`src/rtl/bdq_pkg.sv`:
```
package bdq_pkg;

  // request codes; codes 6 and 7 are no-ops
  typedef enum logic [2:0] {
    FN_PUSH_FRONT = 3'd0,
    FN_PUSH_BACK  = 3'd1,
    FN_POP_FRONT  = 3'd2,
    FN_POP_BACK   = 3'd3,
    FN_FIND       = 3'd4,
    FN_CLEAR      = 3'd5
  } func_t;

  typedef enum logic [1:0] {
    ST_OK        = 2'd0,
    ST_FULL      = 2'd1,
    ST_EMPTY     = 2'd2,
    ST_NOT_FOUND = 2'd3
  } status_t;

endpackage

```
`src/rtl/bdq_ram.sv`:
```
module bdq_ram #(
  parameter int WIDTH = 8,
  parameter int DEPTH = 16,
  localparam int AW = (DEPTH > 1) ? $clog2(DEPTH) : 1
) (
  input  logic             clk,
  input  logic             we,
  input  logic [AW-1:0]    waddr,
  input  logic [WIDTH-1:0] wdata,
  input  logic [AW-1:0]    raddr,
  output logic [WIDTH-1:0] rdata
);

  logic [WIDTH-1:0] mem [DEPTH];

  // single write port, registered read (old data on collision)
  always_ff @(posedge clk) begin
    if (we) begin
      mem[waddr] <= wdata;
    end
    rdata <= mem[raddr];
  end

endmodule

```
`src/rtl/byte_deque_with_search.sv`:
```
// Bounded byte deque with front-to-back linear search, one command at a time.
// Each command is decoded in S_OP; a pop that takes a byte then goes through
// S_POP, a find on a non-empty deque compares entries in S_SCAN, and all then
// pass S_FRONT, S_BACK and S_LAST, which raises done. busy stays high until the
// cycle done is shown; done is one beat the receiver cannot stall.
// Reset (rst, synchronous, active high) empties the deque; store contents stay.
module byte_deque_with_search #(
  parameter int DEPTH = 16
) (
  input  logic       clk,
  input  logic       rst,
  input  logic       start,
  input  logic [2:0] func,
  input  logic [7:0] value,
  output logic       busy,
  output logic       done,
  output logic [1:0] status,
  output logic [7:0] data,
  output logic [3:0] position,
  output logic [4:0] count,
  output logic [7:0] front_value,
  output logic [7:0] back_value
);

  localparam int AW = $clog2(DEPTH);        // slot index width
  localparam int CW = $clog2(DEPTH + 1);    // entry count width
  localparam logic [AW:0]   DEPTH_SUM  = (AW + 1)'(DEPTH);
  localparam logic [AW-1:0] LAST_SLOT  = AW'(DEPTH - 1);
  localparam logic [CW-1:0] DEPTH_CNT  = CW'(DEPTH);

  typedef enum logic [2:0] {
    S_IDLE,
    S_OP,      // decode command, do push / clear, start pop or find read
    S_POP,     // popped byte arrives from the RAM
    S_SCAN,    // one compare per cycle against the search key
    S_FRONT,   // read front slot
    S_BACK,    // capture front, read back slot
    S_LAST     // capture back, raise done
  } state_t;

  state_t            state;
  bdq_pkg::func_t    op;
  logic [7:0]        key;
  logic [AW-1:0]     head_index;
  logic [CW-1:0]     entry_count;
  logic [AW-1:0]     idx;          // scan position from the front

  // shared slot unit: (head + offset) wrapped at DEPTH
  logic [AW-1:0]     offset;
  logic [AW:0]       slot_sum;
  logic [AW-1:0]     slot;

  logic [CW-1:0]     cnt_dec;
  logic [AW-1:0]     head_dec;
  logic [AW-1:0]     head_inc;
  logic              full;
  logic              empty;
  logic              scan_last;

  logic              ram_we;
  logic [AW-1:0]     ram_waddr;
  logic [AW-1:0]     ram_raddr;
  logic [7:0]        ram_rdata;

  logic [CW+4:0]     count_ext;
  logic [AW+3:0]     pos_ext;

  assign busy      = (state != S_IDLE);
  assign cnt_dec   = entry_count - CW'(1);
  assign head_dec  = (head_index == '0) ? LAST_SLOT : head_index - AW'(1);
  assign head_inc  = (head_index == LAST_SLOT) ? '0 : head_index + AW'(1);
  assign full      = (entry_count >= DEPTH_CNT);
  assign empty     = (entry_count == '0);
  assign scan_last = ((CW'(idx) + CW'(1)) == entry_count);
  assign count_ext = {5'b0, entry_count};
  assign pos_ext   = {4'b0, idx};

  // offset select for the slot unit, by state and command
  always_comb begin
    offset = '0;
    case (state)
      S_OP: begin
        case (op)
          bdq_pkg::FN_PUSH_BACK: offset = entry_count[AW-1:0];
          bdq_pkg::FN_POP_BACK:  offset = cnt_dec[AW-1:0];
          default:               offset = '0;
        endcase
      end
      S_SCAN:  offset = idx + AW'(1);
      S_BACK:  offset = cnt_dec[AW-1:0];
      default: offset = '0;
    endcase
  end

  assign slot_sum = {1'b0, head_index} + {1'b0, offset};
  assign slot     = (slot_sum >= DEPTH_SUM) ? AW'(slot_sum - DEPTH_SUM) : slot_sum[AW-1:0];

  // write port: pushes only, in the decode cycle
  always_comb begin
    ram_we    = 1'b0;
    ram_waddr = slot;
    if (state == S_OP && !full) begin
      if (op == bdq_pkg::FN_PUSH_FRONT) begin
        ram_we    = 1'b1;
        ram_waddr = head_dec;
      end else if (op == bdq_pkg::FN_PUSH_BACK) begin
        ram_we    = 1'b1;
      end
    end
  end

  assign ram_raddr = slot;

  bdq_ram #(
    .WIDTH (8),
    .DEPTH (DEPTH)
  ) u_store (
    .clk   (clk),
    .we    (ram_we),
    .waddr (ram_waddr),
    .wdata (key),
    .raddr (ram_raddr),
    .rdata (ram_rdata)
  );

  always_ff @(posedge clk) begin
    if (rst) begin
      state       <= S_IDLE;
      head_index  <= '0;
      entry_count <= '0;
      done        <= 1'b0;
    end else begin
      done <= 1'b0;
      case (state)
        S_IDLE: begin
          if (start) begin
            op       <= bdq_pkg::func_t'(func);
            key      <= value;
            status   <= bdq_pkg::ST_OK;
            data     <= '0;
            position <= '0;
            idx      <= '0;
            state    <= S_OP;
          end
        end

        S_OP: begin
          state <= S_FRONT;
          case (op)
            bdq_pkg::FN_PUSH_FRONT: begin
              if (full) begin
                status <= bdq_pkg::ST_FULL;
              end else begin
                head_index  <= head_dec;
                entry_count <= entry_count + CW'(1);
              end
            end
            bdq_pkg::FN_PUSH_BACK: begin
              if (full) begin
                status <= bdq_pkg::ST_FULL;
              end else begin
                entry_count <= entry_count + CW'(1);
              end
            end
            bdq_pkg::FN_POP_FRONT, bdq_pkg::FN_POP_BACK: begin
              if (empty) begin
                status <= bdq_pkg::ST_EMPTY;
              end else begin
                state <= S_POP;
              end
            end
            bdq_pkg::FN_FIND: begin
              status <= bdq_pkg::ST_NOT_FOUND;
              if (!empty) begin
                state <= S_SCAN;
              end
            end
            bdq_pkg::FN_CLEAR: begin
              head_index  <= '0;
              entry_count <= '0;
            end
            default: begin
            end
          endcase
        end

        S_POP: begin
          data        <= ram_rdata;
          entry_count <= cnt_dec;
          if (op == bdq_pkg::FN_POP_FRONT) begin
            head_index <= head_inc;
          end
          state <= S_FRONT;
        end

        S_SCAN: begin
          if (ram_rdata == key) begin
            status   <= bdq_pkg::ST_OK;
            data     <= key;
            position <= pos_ext[3:0];
            state    <= S_FRONT;
          end else if (scan_last) begin
            state <= S_FRONT;
          end else begin
            idx <= idx + AW'(1);
          end
        end

        S_FRONT: begin
          state <= S_BACK;
        end

        S_BACK: begin
          front_value <= empty ? 8'd0 : ram_rdata;
          state       <= S_LAST;
        end

        S_LAST: begin
          back_value <= empty ? 8'd0 : ram_rdata;
          count      <= count_ext[4:0];
          done       <= 1'b1;
          state      <= S_IDLE;
        end

        default: begin
          state <= S_IDLE;
        end
      endcase
    end
  end

  // done is a single-cycle beat
  a_done_pulse: assert property (@(posedge clk) disable iff (rst) done |=> !done)
    else $error("done held for more than one cycle");

  // occupancy never exceeds the store
  a_count_bound: assert property (@(posedge clk) disable iff (rst) entry_count <= DEPTH_CNT)
    else $error("entry count beyond depth");

  // a full report only comes from a full store
  a_full_status: assert property (@(posedge clk) disable iff (rst)
    (done && status == bdq_pkg::ST_FULL) |-> (entry_count == DEPTH_CNT))
    else $error("full status with free slots");

  // an accepted command keeps the block busy next cycle
  a_accept_busy: assert property (@(posedge clk) disable iff (rst)
    (start && !busy) |=> busy)
    else $error("command accepted but block not busy");

endmodule

```
`config.mk`:
```
export PLATFORM = sky130hd
export DESIGN_NAME = byte_deque_with_search
export DESIGN_NICKNAME = d
export VERILOG_FILES = /design/src/rtl/bdq_pkg.sv /design/src/rtl/bdq_ram.sv /design/src/rtl/byte_deque_with_search.sv
export SDC_FILE = /design/constraint.sdc
export NUM_CORES = 1
export LEC_CHECK = 0
export BUFFER_PORTS_ARGS = -buffer_cell sky130_fd_sc_hd__clkbuf_2
export CORE_MARGIN = 1.5
export CORE_UTILIZATION = 40
export DETAILED_ROUTE_END_ITERATION = 10
export GPL_TIMING_DRIVEN = 0
export PLACE_DENSITY_LB_ADDON = 0.1
export REMOVE_ABC_BUFFERS = 1
export SYNTH_ARGS = -nofsm -noshare
export SYNTH_HDL_FRONTEND = slang
export SYNTH_SLANG_ARGS = --single-unit
```
`constraint.sdc`:
```
create_clock -name clk -period 6.1 [get_ports clk]
set_input_delay 1.525 -clock clk [delete_from_list [all_inputs] [get_ports clk]]
set_output_delay 1.525 -clock clk [all_outputs]
set_load 0.02 [all_outputs]
```
-- After elaboration in Yosys (flattened, before gate mapping)
Memories as Yosys holds them, arrays and structs flattened. A register that Yosys moved wholly into a read port is not among the register bits.
Index checks and enable logic that the tools add are counted.
- equality and inequality tests: 27
- bitwise operators: 1
- muxes and demuxes: 43
- reductions and logical operators: 23
- magnitude comparators: 2
- add/subtract/negate cells: 8
- operators with widths (cell ; number):
    $mux W4 ; 11
    $pmux W4 S2 ; 5
    $mux W8 ; 3
    $pmux W8 S3 ; 1
    $pmux W5 S2 ; 2
    $pmux W3 S6 ; 1
    $eq A3 B3 Y1 const B ; 5
    $mux W3 ; 5
    $ne A3 B3 Y1 const B ; 5
    $eq A3 B2 Y1 const B ; 4
    $pmux W2 S3 ; 2
    $pmux W4 S3 ; 1
    $reduce_and A4 Y1 ; 3
    $ge A5 B5 Y1 const B ; 2
    $ne A2 B2 Y1 const B ; 5
    $reduce_bool A3 Y1 ; 3
    $add A4 B1 Y4 const B ; 2
    $eq A8 B8 Y1 ; 1
    $mux W2 ; 4
    $sub A4 B1 Y4 const B ; 2
    $reduce_and A7 Y1 ; 1
    $eq A3 B1 Y1 const B ; 2
    $logic_not A3 Y1 ; 2
    $mux W1 ; 6
    other kinds (21) ; 26
- bits in registers: 63
- input bits: 14
- memory bits (writable): 128
- word-level logic and storage cells: 118
- output and inout bits: 37
- memories kept: 1
- memories (memory ; depth ; bits a word ; rd ports ; clocked after memory_dff ; write ports ; RTL line ; source):
    u_store.mem ; 16 ; 8 ; 1 ; 1 ; 1 ; bdq_ram.sv:14 ; logic [WIDTH-1:0] mem [DEPTH];

-- Depth between registers and ports, before layout
Gate-level depths: netlist of the first run.
- depth in word-level cells: 8
- gate-level depth with buffers: 13

-- By module
Synthesis of the first run repeated with hierarchy kept, for this count alone.
- cell total of the unflattened synthesis: 523
- area total of the unflattened synthesis: 8403.1 um2
- by module, submodules not included (module ; cells an instance ; sequential area each (um2) ; area each (um2) ; times used):
    bdq_ram ; 229 ; 4003.8 ; 5147.4 ; 1
    byte_deque_with_search ; 294 ; 1761.7 ; 3255.6 ; 1

-- Least setup slack after synthesis of the first run
Ideal clock, no wire load.
- path kind: register to register
- start point: reg op[2]
- end point: mem u_store.mem[4][0], enable pin
- clock period less this slack: 3.808 ns
- data arrival time: 3.433 ns
- slack: 2.292 ns
- required time: 5.725 ns
- stages on the path, launching flop included: 14
- cells stage by stage: edfxtp_1 -> clkbuf_1 -> or2_1 -> clkbuf_1 -> nor2_1 -> nand2_1 -> o221ai_1 -> ha_1 -> fa_1 -> xor2_1 -> o31ai_1 -> nor3_1 -> mux2i_1 -> a21oi_1
- longest elaborated chain between the ends: 8
- ends and longest elaborated chain (element ; RTL line ; source):
    from (decl) ; byte_deque_with_search.sv:42 ; bdq_pkg::func_t op;
    from (signal assigned) ; byte_deque_with_search.sv:137 ; op <= bdq_pkg::func_t'(func);
    $eq A3 B2 Y1 or $eq A3 B1 Y1 (tied branches) ; byte_deque_with_search.sv:83, byte_deque_with_search.sv:106 ;
    $pmux W4 S2 ; byte_deque_with_search.sv:83 ; case (op)
    $pmux W4 S3 ; byte_deque_with_search.sv:81 ; case (state)
    $add A4 B4 Y5 ; byte_deque_with_search.sv:95 ; assign slot_sum = {1'b0, head_index} + {1'b0, offset};
    $sub A4 B1 Y4 or $ge A5 B5 Y1 (tied branches) ; byte_deque_with_search.sv:96 ; assign slot = (slot_sum >= DEPTH_SUM) ? AW'(slot_sum - DEPTH_SUM) : slot_sum[AW-1:0];
    $mux W4 ; byte_deque_with_search.sv:96 ;
    $mux W4 ; byte_deque_with_search.sv:103 ; if (op == bdq_pkg::FN_PUSH_FRONT) begin
    $mux W4 ; byte_deque_with_search.sv:102 ; if (state == S_OP && !full) begin
    to (decl) ; bdq_ram.sv:14 ;
Several ways; a longest one is shown, not always the timed one.

-- Worst setup path in the final report of the first run
- start point: reg state[0]
- end point: mem u_store.mem[6][7], enable pin
- longest elaborated chain between the ends: 7
- ends and longest elaborated chain (element ; RTL line ; source):
    from (decl) ; byte_deque_with_search.sv:41 ; state_t state;
    from (signal assigned) ; byte_deque_with_search.sv:128 ; state <= S_IDLE;
    from (signal assigned) ; byte_deque_with_search.sv:143 ; state <= S_OP;
    from (signal assigned) ; byte_deque_with_search.sv:148 ; state <= S_FRONT;
    $eq A3 B3 Y1, or another cell as far along ; byte_deque_with_search.sv:81 ;
    $pmux W4 S3 ; byte_deque_with_search.sv:81 ;
    $add A4 B4 Y5 ; byte_deque_with_search.sv:95 ;
    $sub A4 B1 Y4 or $ge A5 B5 Y1 (tied branches) ; byte_deque_with_search.sv:96 ;
    $mux W4 ; byte_deque_with_search.sv:96 ;
    $mux W4 ; byte_deque_with_search.sv:103 ;
    $mux W4 ; byte_deque_with_search.sv:102 ;
Several ways; a longest one is shown, not always the timed one.

==> reports/qor.csv, run 1 <==
metric,value,unit
status,"complete, no violations",
cp.required,6.14,ns
ys_ff_latch,199,
vias,4799,
cts_tree,done,
htree_levels,4,
path_clk_slew,0.07,ns
ios,51,
synth-async-reset-ratio,0,%
swShare,28.66,%
post-route-drc-count,0,
cts_root_buf,clkbuf_16,
cts_sinks,199,
multi_input_area,0.002718,mm2
worst_pin_slew,1.319,ns
power_frac_comb,18.6,%
firstDrtPassIters,5,
drive_gt1_share,22.67,%
relSlewSlack,11.71,%
cts_hold_buf,0,
ys.flop_type,edfxtp_1,
seqPwrFrac,50.4,%
num_rows,53,
p_leak,3.272,nW
fin_crit,4.747,ns
fin_nets,612,
port-buffer-count,50,
cp-end-kind,register,
hold_viol_final,0,
hold_class,register to register,
synth_edf_count,178,
synth_top_family_by_area,multiplexers,
grt_first_pass_wirelength,28290,um
ir_drop,0.0002574,V
yosysTopAreaCell,edfxtp_1,
synth_area_per_cell,15.80,um2
grt_overflow,0,
synthCells,545,
cts_setup_buffers,0,
yosysWarnings,0,
clk_latency,0.43,ns
postCtsResizedCells,0,
maxCapViolCount,0,
worst-setup-path-type,register to register,
finalMaxSlewViolations,0,
initial_utilization,40.83,%
synth_fa_ha_area_share,1.686,%
routedWlPerCell,20.69,um
ant_nets,0,
dp_hpwl,12050,um
yosys.area_share.simple,8.268,%
clock.fmax,0.2107,GHz
via_per_inst,5.485,
die-area,0.02242,mm2
intPower,2.407,mW
yosys.area_share.xor_xnor,2.151,%
synth_compound_area_share,6.829,%
powerDensity,347.2,mW/mm2
die_h,149.7,um
clockPowerShare,31.0,%
synth_top_area_share,62.07,%
cts-buffers-inserted,17,
rsz0062_at_grt,false,
antenna_found_initial,0,
gp_congestion,0.8190,
final-seq-area,0.005766,mm2
timing.final.crit_share,77.81,%
syn_area,0.008611,mm2
ctsLongestPathBuffers,2,
num_antenna_cells,0,
p_total,3.374,mW
p_sw,0.9669,mW
cp.arrival,4.79,ns
area_growth_syn_to_layout,12.85,%
coreArea,0.02109,mm2
synth_area_leaders,"edfxtp_1 62%, mux4_2 8.4%, dfxtp_1 4.9%",
muxShareOfSynthArea,12.22,%
grt.total_usage,17.28,%
fp.dieW,149.7,um
wl,18110,um
grt_pass1_vias,4899,
mostFrequentLayoutCells,"178 x edfxtp_1, 50 x clkbuf_2, 35 x a21oi_1",
setup_viol,0,
ys_types,63,
grt_max_degree,23,
skew,0.008546,ns
critPathLaunchType,register,
fillers,1842,
final_common_cell,edfxtp_1,
tns,0,ns
crit_fanout,17,
drtIter0Drc,382,
ys_seq_area_share,66.96,%
[Yosys cell counts (2+ instances only)]
cell	instances
a211oi_1	3
a21o_1	4
a21oi_1	35
a221oi_1	3
a22o_1	8
and2_1	10
and3b_1	2
buf_2	7
clkbuf_1	22
dfxtp_1	21
edfxtp_1	178
ha_1	10
inv_1	8
mux2i_1	32
mux4_2	32
nand2_1	18
nand2b_1	4
nand3_1	7
nand3b_1	6
nand4_1	2
nor2_1	26
nor2b_1	13
nor3_1	9
nor3b_1	3
nor4_1	3
nor4b_1	2
o21ai_0	8
o21bai_1	2
o221a_2	2
o221ai_1	2
o22ai_1	4
o31ai_1	5
o41ai_1	2
or2_2	3
or3_1	4
or4_1	2
xnor2_1	7
xor2_1	11
[cell families after synthesis]
group | after synthesis
and+or+nand+nor | 124
muxes | 65
AOI/OAI and AO/OA | 88
adders and majority gates | 11
DFF | 199
xor gates and xnor gates | 19
buffers and inverters | 39
[registers in the layout, indices dropped and copies added (netlist names)]
name	count
front_value	8
data	8
status	2
key	8
back_value	8
u_store.rdata	8
head_index	4
position	4
done	1
state	3
entry_count	5
idx	4
count	5
op	3
u_store.mem	128
[power by group through the flow]
| stage | clock [mW] | sequential (mW) | combinational (mW) |
|---|---|---|---|
| 2_1_floorplan | 0 | 1.70 | 0.443 |
| 3_3_place_gp | 0 | 1.73 | 0.614 |
| 3_5_place_dp | 0 | 1.73 | 0.632 |
| 4_1_cts | 1.08 | 1.70 | 0.634 |
| 5_1_grt | 1.13 | 1.71 | 0.688 |
| 6_report | 1.05 | 1.70 | 0.626 |
[metal layers]
metal | wire [um] | up-vias | global-route usage (%)
met3 | 846 | 17 | 3.262
met1 | 8640 | 2433 | 24.62
met5 | 0 | - | 0
li1 | - | 2229 | -
met4 | 234 | 0 | 5.245
met2 | 8386 | 120 | 26.96
[path summary, 6_finish.rpt]
check / cells after the start / slack [ns] / start / to
min: 1 / 0.60 / u_store.rdata[5] / data[5]
min reg2reg: 1 / 0.60 / u_store.rdata[5] / data[5]
max: 10 / 1.35 / state[0] / u_store.mem[6][7]
max reg2reg: 10 / 1.35 / state[0] / u_store.mem[6][7]
[area by class of cell]
class / instances / area share, %
multi-input combinational: 307 / 27.97
clock inverter: 13 / 1.210
sequential: 199 / 59.34
timing repair buffer: 54 / 3.181
tap: 275 / 3.541
inverter: 8 / 0.3090
clock buffer: 19 / 4.455
[critical path, stage by stage (launching register included)]
cell	delay, ns
dfxtp_1	0.60
nand2_1	0.11
nor2_1	0.66
and2_1	0.29
a211o_1	0.17
fa_2	0.29
xor2_4	0.73
o31ai_1	0.24
nor3_1	0.25
mux2i_1	0.18
a21oi_1	0.84
[metrics by stage]
step	cell area (um2)	setup slack [ns]	hold WS, ns	util, %	instances
detailed placement	9166	1.334	0.5818	43.47	843
floorplan	8478	1.747	0.5514	-	514
finish	9717	1.353	0.5999	46.08	875
global placement	9072	0.1300	0.5847	43.02	839
CTS	9717	1.318	0.6075	46.08	875
global route	9717	0.9785	0.6425	46.08	875
Power figures use the tool's default switching activity.
==> inputs of run 2 (changes only) <==
- ABC_AREA: default -> 1
- clock period: 6.1 -> 3.95 ns (I/O delays scaled with it)
==> run 2 against run 1 <==
Effect of this change:
- synthesized cell count rose by 34%
- design area is 6.9% higher
- largest cell class unchanged
- power is 100% higher
==> reports/qor.csv, run 2 <==
metric,value,unit
grt_first_pass_wirelength,31480,um
synth_top_family_by_area,simple AND/OR/NAND/NOR gates,
largest_register_ffs,128,
synth_area_leaders,"edfxtp_1 62%, nor2_1 5.3%, o21ai_0 5.0%",
maxCapViolCount,0,
layout_setup_ws,0.2993,ns
synthMostInstantiatedCell,edfxtp_1,
dp.cells,1029,
firstDrtPassIters,4,
p_total,6.797,mW
seqPwrFrac,39.6,%
synth_common_cells,"178 x edfxtp_1, 123 x nor2_1, 87 x o21ai_0",
ant_nets,0,
fp.dieW,149.9,um
hold_class,register to register,
critPathLaunchType,register,
synth_fa_ha_area_share,1.681,%
intPower,4.189,mW
cts-buffers-inserted,17,
clockPowerShare,25.2,%
via_per_inst,5.287,
num_rows,53,
cp.arrival,3.80,ns
coreArea,0.02109,mm2
synth_compound_area_share,10.57,%
yosys.area_share.simple,14.93,%
final_area,0.01039,mm2
synth_edf_count,178,
ys_ff_latch,199,
status,"complete, no violations",
finalMaxSlewViolations,0,
mostFrequentLayoutCells,"178 x edfxtp_1, 107 x nor2_1, 87 x o21ai_0",
layoutNonFillerInstCount,1093,
synth-async-reset-ratio,0,%
r2r-end,u_store.mem[2][7],
holdPathEnd,count[0],
worst_pin_slew,1.064,ns
htree_levels,4,
dp_hpwl,13350,um
preCtsSetupSlack,-1.235,ns
grt_pass1_vias,5478,
cts_root_buf,clkbuf_16,
num_antenna_cells,0,
path_clk_slew,0.08,ns
powerDensity,654.1,mW/mm2
final_common_cell,edfxtp_1,
clock.fmax,0.2739,GHz
reg2reg_setup_slack,0.30,ns
ctsLongestPathBuffers,2,
power_frac_comb,35.2,%
synth_area_per_cell,11.83,um2
worst-setup-path-type,register to register,
die-area,0.02247,mm2
crit_fanout,9,
gp_congestion,0.8102,
wl,20910,um
syn_area,0.008633,mm2
fin_crit,3.651,ns
p_leak,3.736,nW
yosys.area_share.xor_xnor,2.188,%
ys_seq_area_share,66.78,%
drtIter0Drc,360,
utilization,49.28,%
timing.final.crit_share,92.42,%
grt.total_usage,19.15,%
top_register,u_store.mem,
initial_utilization,40.94,%
vias,5779,
swShare,38.37,%
relSlewSlack,28.55,%
routedWlPerCell,19.13,um
yosysWarnings,0,
synth_top_area_share,61.91,%
grt_max_degree,66,
antenna_found_initial,0,
hold_viol_final,0,
whs_path_depth,0,
ios,51,
ir_drop,0.0004382,V
die_h,149.9,um
port-buffer-count,50,
setup_viol,0,
synthCells,730,
ys_types,41,
drive_gt1_share,22.74,%
p_sw,2.608,mW
clk_latency,0.44,ns
hp-start,entry_count[0],
area_growth_syn_to_layout,20.36,%
ff2ff_path_depth,14,
fin_nets,830,
ys.flop_type,edfxtp_1,
worstReg2RegStart,idx[0],
grt_overflow,0,
cts_tree,done,
post-route-drc-count,0,
skew,0.01049,ns
cp.required,4.10,ns
yosysTopAreaCell,edfxtp_1,
dpl_cell_area,0.009164,mm2
muxShareOfSynthArea,0,%
cp-end-kind,register,
cts_sinks,199,
run 2: routing by layer:
layer	vias up	share of wire, %	wire length [um]	track usage (%)
li1	2789	-	-	-
met1	2817	45	9324	25.29
met2	147	48	9986	30.76
met3	26	5.1	1065	4.451
met4	0	2.6	537	7.108
met5	-	0	0	0
run 2: worst max path at each step:
stage / depth (start not counted) / end / startpoint / slack (ns)
after detailed placement: 13 / u_store.mem[8][4] / state[2] / -1.24
after global routing: 15 / u_store.mem[2][0] / entry_count[1] / -0.03
final: 14 / u_store.mem[2][7] / idx[0] / 0.30
after global placement: 12 / u_store.mem[7][3] / state[2] / -2.78
after floorplan: 12 / u_store.mem[11][0] / state[2] / -0.43
after CTS: 13 / u_store.mem[11][3] / state[2] / -0.13
run 2: logic make-up after synthesis:
logic type | after synthesis
simple gates | 263
compound gates | 153
buf+inv | 85
flops | 199
fa+ha+maj | 11
xor+xnor | 19
run 2: power by group through the flow:
stage | Combinational [mW] | Sequential, mW | Clock (mW)
after floorplan | 1.38 | 2.71 | 0
after global placement | 2.09 | 2.73 | 0
after detailed placement | 2.12 | 2.74 | 0
after CTS | 2.31 | 2.69 | 1.76
after global routing | 2.63 | 2.72 | 1.84
final | 2.39 | 2.69 | 1.72
run 2: layout make-up:
| type | count | area, um2 |
|---|---|---|
| Fill cell | 1885 | 10700 |
| Sequential cell | 199 | 5767 |
| Multi-Input combinational cell | 446 | 2726 |
| Timing Repair Buffer | 83 | 724.4 |
| Clock buffer | 17 | 425.4 |
| Tap cell | 275 | 344.1 |
| Inverter | 57 | 235.2 |
| Clock inverter | 15 | 163.9 |
| Timing Repair inverter | 1 | 5.005 |
run 2: stage by stage:
| step | hold WS, ns | setup TNS [ns] |
|---|---|---|
| 4_1_cts | 0.5907 | -1.916 |
| 5_1_grt | 0.5601 | -0.6550 |
| 6_report | 0.5422 | 0 |
| 3_3_place_gp | 0.5834 | -326.29 |
| 2_1_floorplan | 0.5215 | -35.72 |
| 3_5_place_dp | 0.5834 | -131.92 |
run 2: critical path, stage by stage (launching register included):
cell and delay, ns:
edfxtp_1 0.46, ha_1 0.30, xnor2_2 0.23, nor2_1 0.11, a21oi_1 0.12, o21ai_0 0.12, ha_1 0.38, a21oi_1 0.18
nand2_1 0.20, xor2_2 0.33, nand3_4 0.20, nand3_2 0.15, nand3_2 0.23, nor2_4 0.21, buf_12 0.15
run 2: what timing repair did:
| item | CTS | global route |
|---|---|---|
| hold buffers | 0 | 0 |
| gates resized for setup | 39 | 6 |
| setup buffers | 12 | 19 |
| pin swaps | 8 | 14 |
| gates cloned | 1 | 0 |
| endpoints found under the setup margin | 136 | 131 |
==> inputs of run 3 (changes only) <==
- PLACE_DENSITY_LB_ADDON: 0.1 -> 0.15
==> run 3 against run 2 <==
Effect of this change:
- cell count shrank 0.73%
- critical path depth shrank 3
- wire length fell by 0.77%
- hold slack improved by 0.026 ns
- count of clock-buffer cells in the layout stayed put
- design area down 1.0%
- clock power increased by 3%
- first-iteration DRC count grew 26%
- critical path type unchanged
- largest cell class unchanged
- highest routed layer unchanged
==> reports/qor.csv, run 3 (synthesis gave the netlist of run 2 again) <==
metric,value,unit
die_h,149.9,um
critPathLaunchType,register,
firstDrtPassIters,7,
ir_drop,0.0003215,V
top_register,u_store.mem,
coreArea,0.02109,mm2
dp_hpwl,13540,um
hold_class,register to register,
num_antenna_cells,0,
clk_latency,0.44,ns
htree_levels,4,
layout_setup_ws,0.1784,ns
grt_first_pass_wirelength,31690,um
wl,20750,um
powerDensity,657.3,mW/mm2
grt.total_usage,19.17,%
setup_viol,0,
path_clk_slew,0.07,ns
final_common_cell,edfxtp_1,
final_area,0.01028,mm2
preCtsSetupSlack,-1.197,ns
initial_utilization,40.94,%
cp-end-kind,register,
cts_sinks,199,
timing.final.crit_share,95.48,%
utilization,48.76,%
via_per_inst,5.375,
clock.fmax,0.2651,GHz
p_leak,3.685,nW
num_rows,53,
cts-buffers-inserted,17,
antenna_found_initial,0,
whs,0.5684,ns
port-buffer-count,50,
grt_overflow,0,
cp.arrival,3.89,ns
worst_pin_slew,1.113,ns
gp_congestion,0.8561,
fin_nets,822,
drtIter0Drc,453,
cts_root_buf,clkbuf_16,
fillers,1906,
largest_register_ffs,128,
tns,0,ns
relSlewSlack,25.21,%
cts_tree,done,
ctsLongestPathBuffers,2,
finalMaxSlewViolations,0,
ant_nets,0,
final-seq-area,0.005766,mm2
rsz0062_at_grt,true,
crit_fanout,19,
ios,51,
post-route-drc-count,0,
maxCapViolCount,0,
drive_gt1_share,21.98,%
status,"complete, no violations",
fp.dieW,149.9,um
fin_crit,3.772,ns
mostFrequentLayoutCells,"178 x edfxtp_1, 107 x nor2_1, 87 x o21ai_0",
die-area,0.02247,mm2
multi_input_area,0.002713,mm2
routedWlPerCell,19.13,um
hold_viol_final,0,
vias,5832,
dpl_cell_area,0.009164,mm2
skew,0.01259,ns
grt_pass1_vias,5576,
worst-setup-path-type,register to register,
area_growth_syn_to_layout,19.10,%
cp.required,4.06,ns
grt_max_degree,66,
[run 3: cell count changes in the layout (fill, tap and decap cells not counted), moves of 2 or more]
cell,previous run,this run
inv_6,3,5
buf_12,17,13
clkinv_4,3,1
buf_4,13,10
[run 3: final cells by class]
| cell class | count | area share, % |
|---|---|---|
| timing repair inverter | 1 | 0.07301 |
| clock inverter | 15 | 1.789 |
| clock buffer | 17 | 4.137 |
| inverter | 57 | 2.288 |
| sequential | 199 | 56.07 |
| multi-input combinational | 446 | 26.38 |
| tap | 275 | 3.346 |
| timing repair buffer | 75 | 5.914 |
[run 3: per-layer routing]
layer / routed length (um) / global-route usage (%) / part of all wire [%]
met1: 9140 / 24.70 / 44
met2: 10030 / 32.02 / 48
met3: 1026 / 3.689 / 4.9
met4: 549 / 7.157 / 2.6
met5: 0 / 0 / 0
[run 3: what timing repair did]
action,CTS,global route
hold buffers,0,0
resized for setup,39,5
pin swaps,7,11
setup buffers,9,14
endpoints found under the setup margin,136,134
cloned,1,0
[run 3: metrics by stage]
stage / cells / power [mW]
floorplan: 702 / 4.093
global placement: 1027 / 4.774
detailed placement: 1029 / 4.839
CTS: 1071 / 6.752
global route: 1085 / 7.141
finish: 1085 / 6.759
[run 3: worst max-delay path, cell delays in order (launching register included)]
cell and delay [ns]:
edfxtp_1 0.43, inv_1 0.12, nand2_2 0.11, nor2_2 0.06, o21ai_0 0.33, o221ai_1 0.28, ha_4 0.24, fa_2 0.89
nand2_1 0.10, o21ai_1 0.22, nand3_2 0.34, nor2_4 0.34
[run 3: worst paths after layout]
| kind | start | end | slack, ns | depth (start not counted) |
|---|---|---|---|---|
| hold / removal | entry_count[0] | count[0] | 0.57 | 0 |
| setup / recovery | op[2] | u_store.mem[14][4] | 0.18 | 11 |
| setup reg to reg | op[2] | u_store.mem[14][4] | 0.18 | 11 |
| hold reg to reg | entry_count[0] | count[0] | 0.57 | 0 |
[run 3: power breakdown]
| part | switching, mW | internal [mW] | leakage (nW) | total (mW) |
|---|---|---|---|---|
| Clock | 0.813 | 0.961 | 0.301 | 1.77 |
| Sequential | 0.182 | 2.51 | 1.79 | 2.69 |
| Combinational | 1.59 | 0.701 | 1.59 | 2.29 |
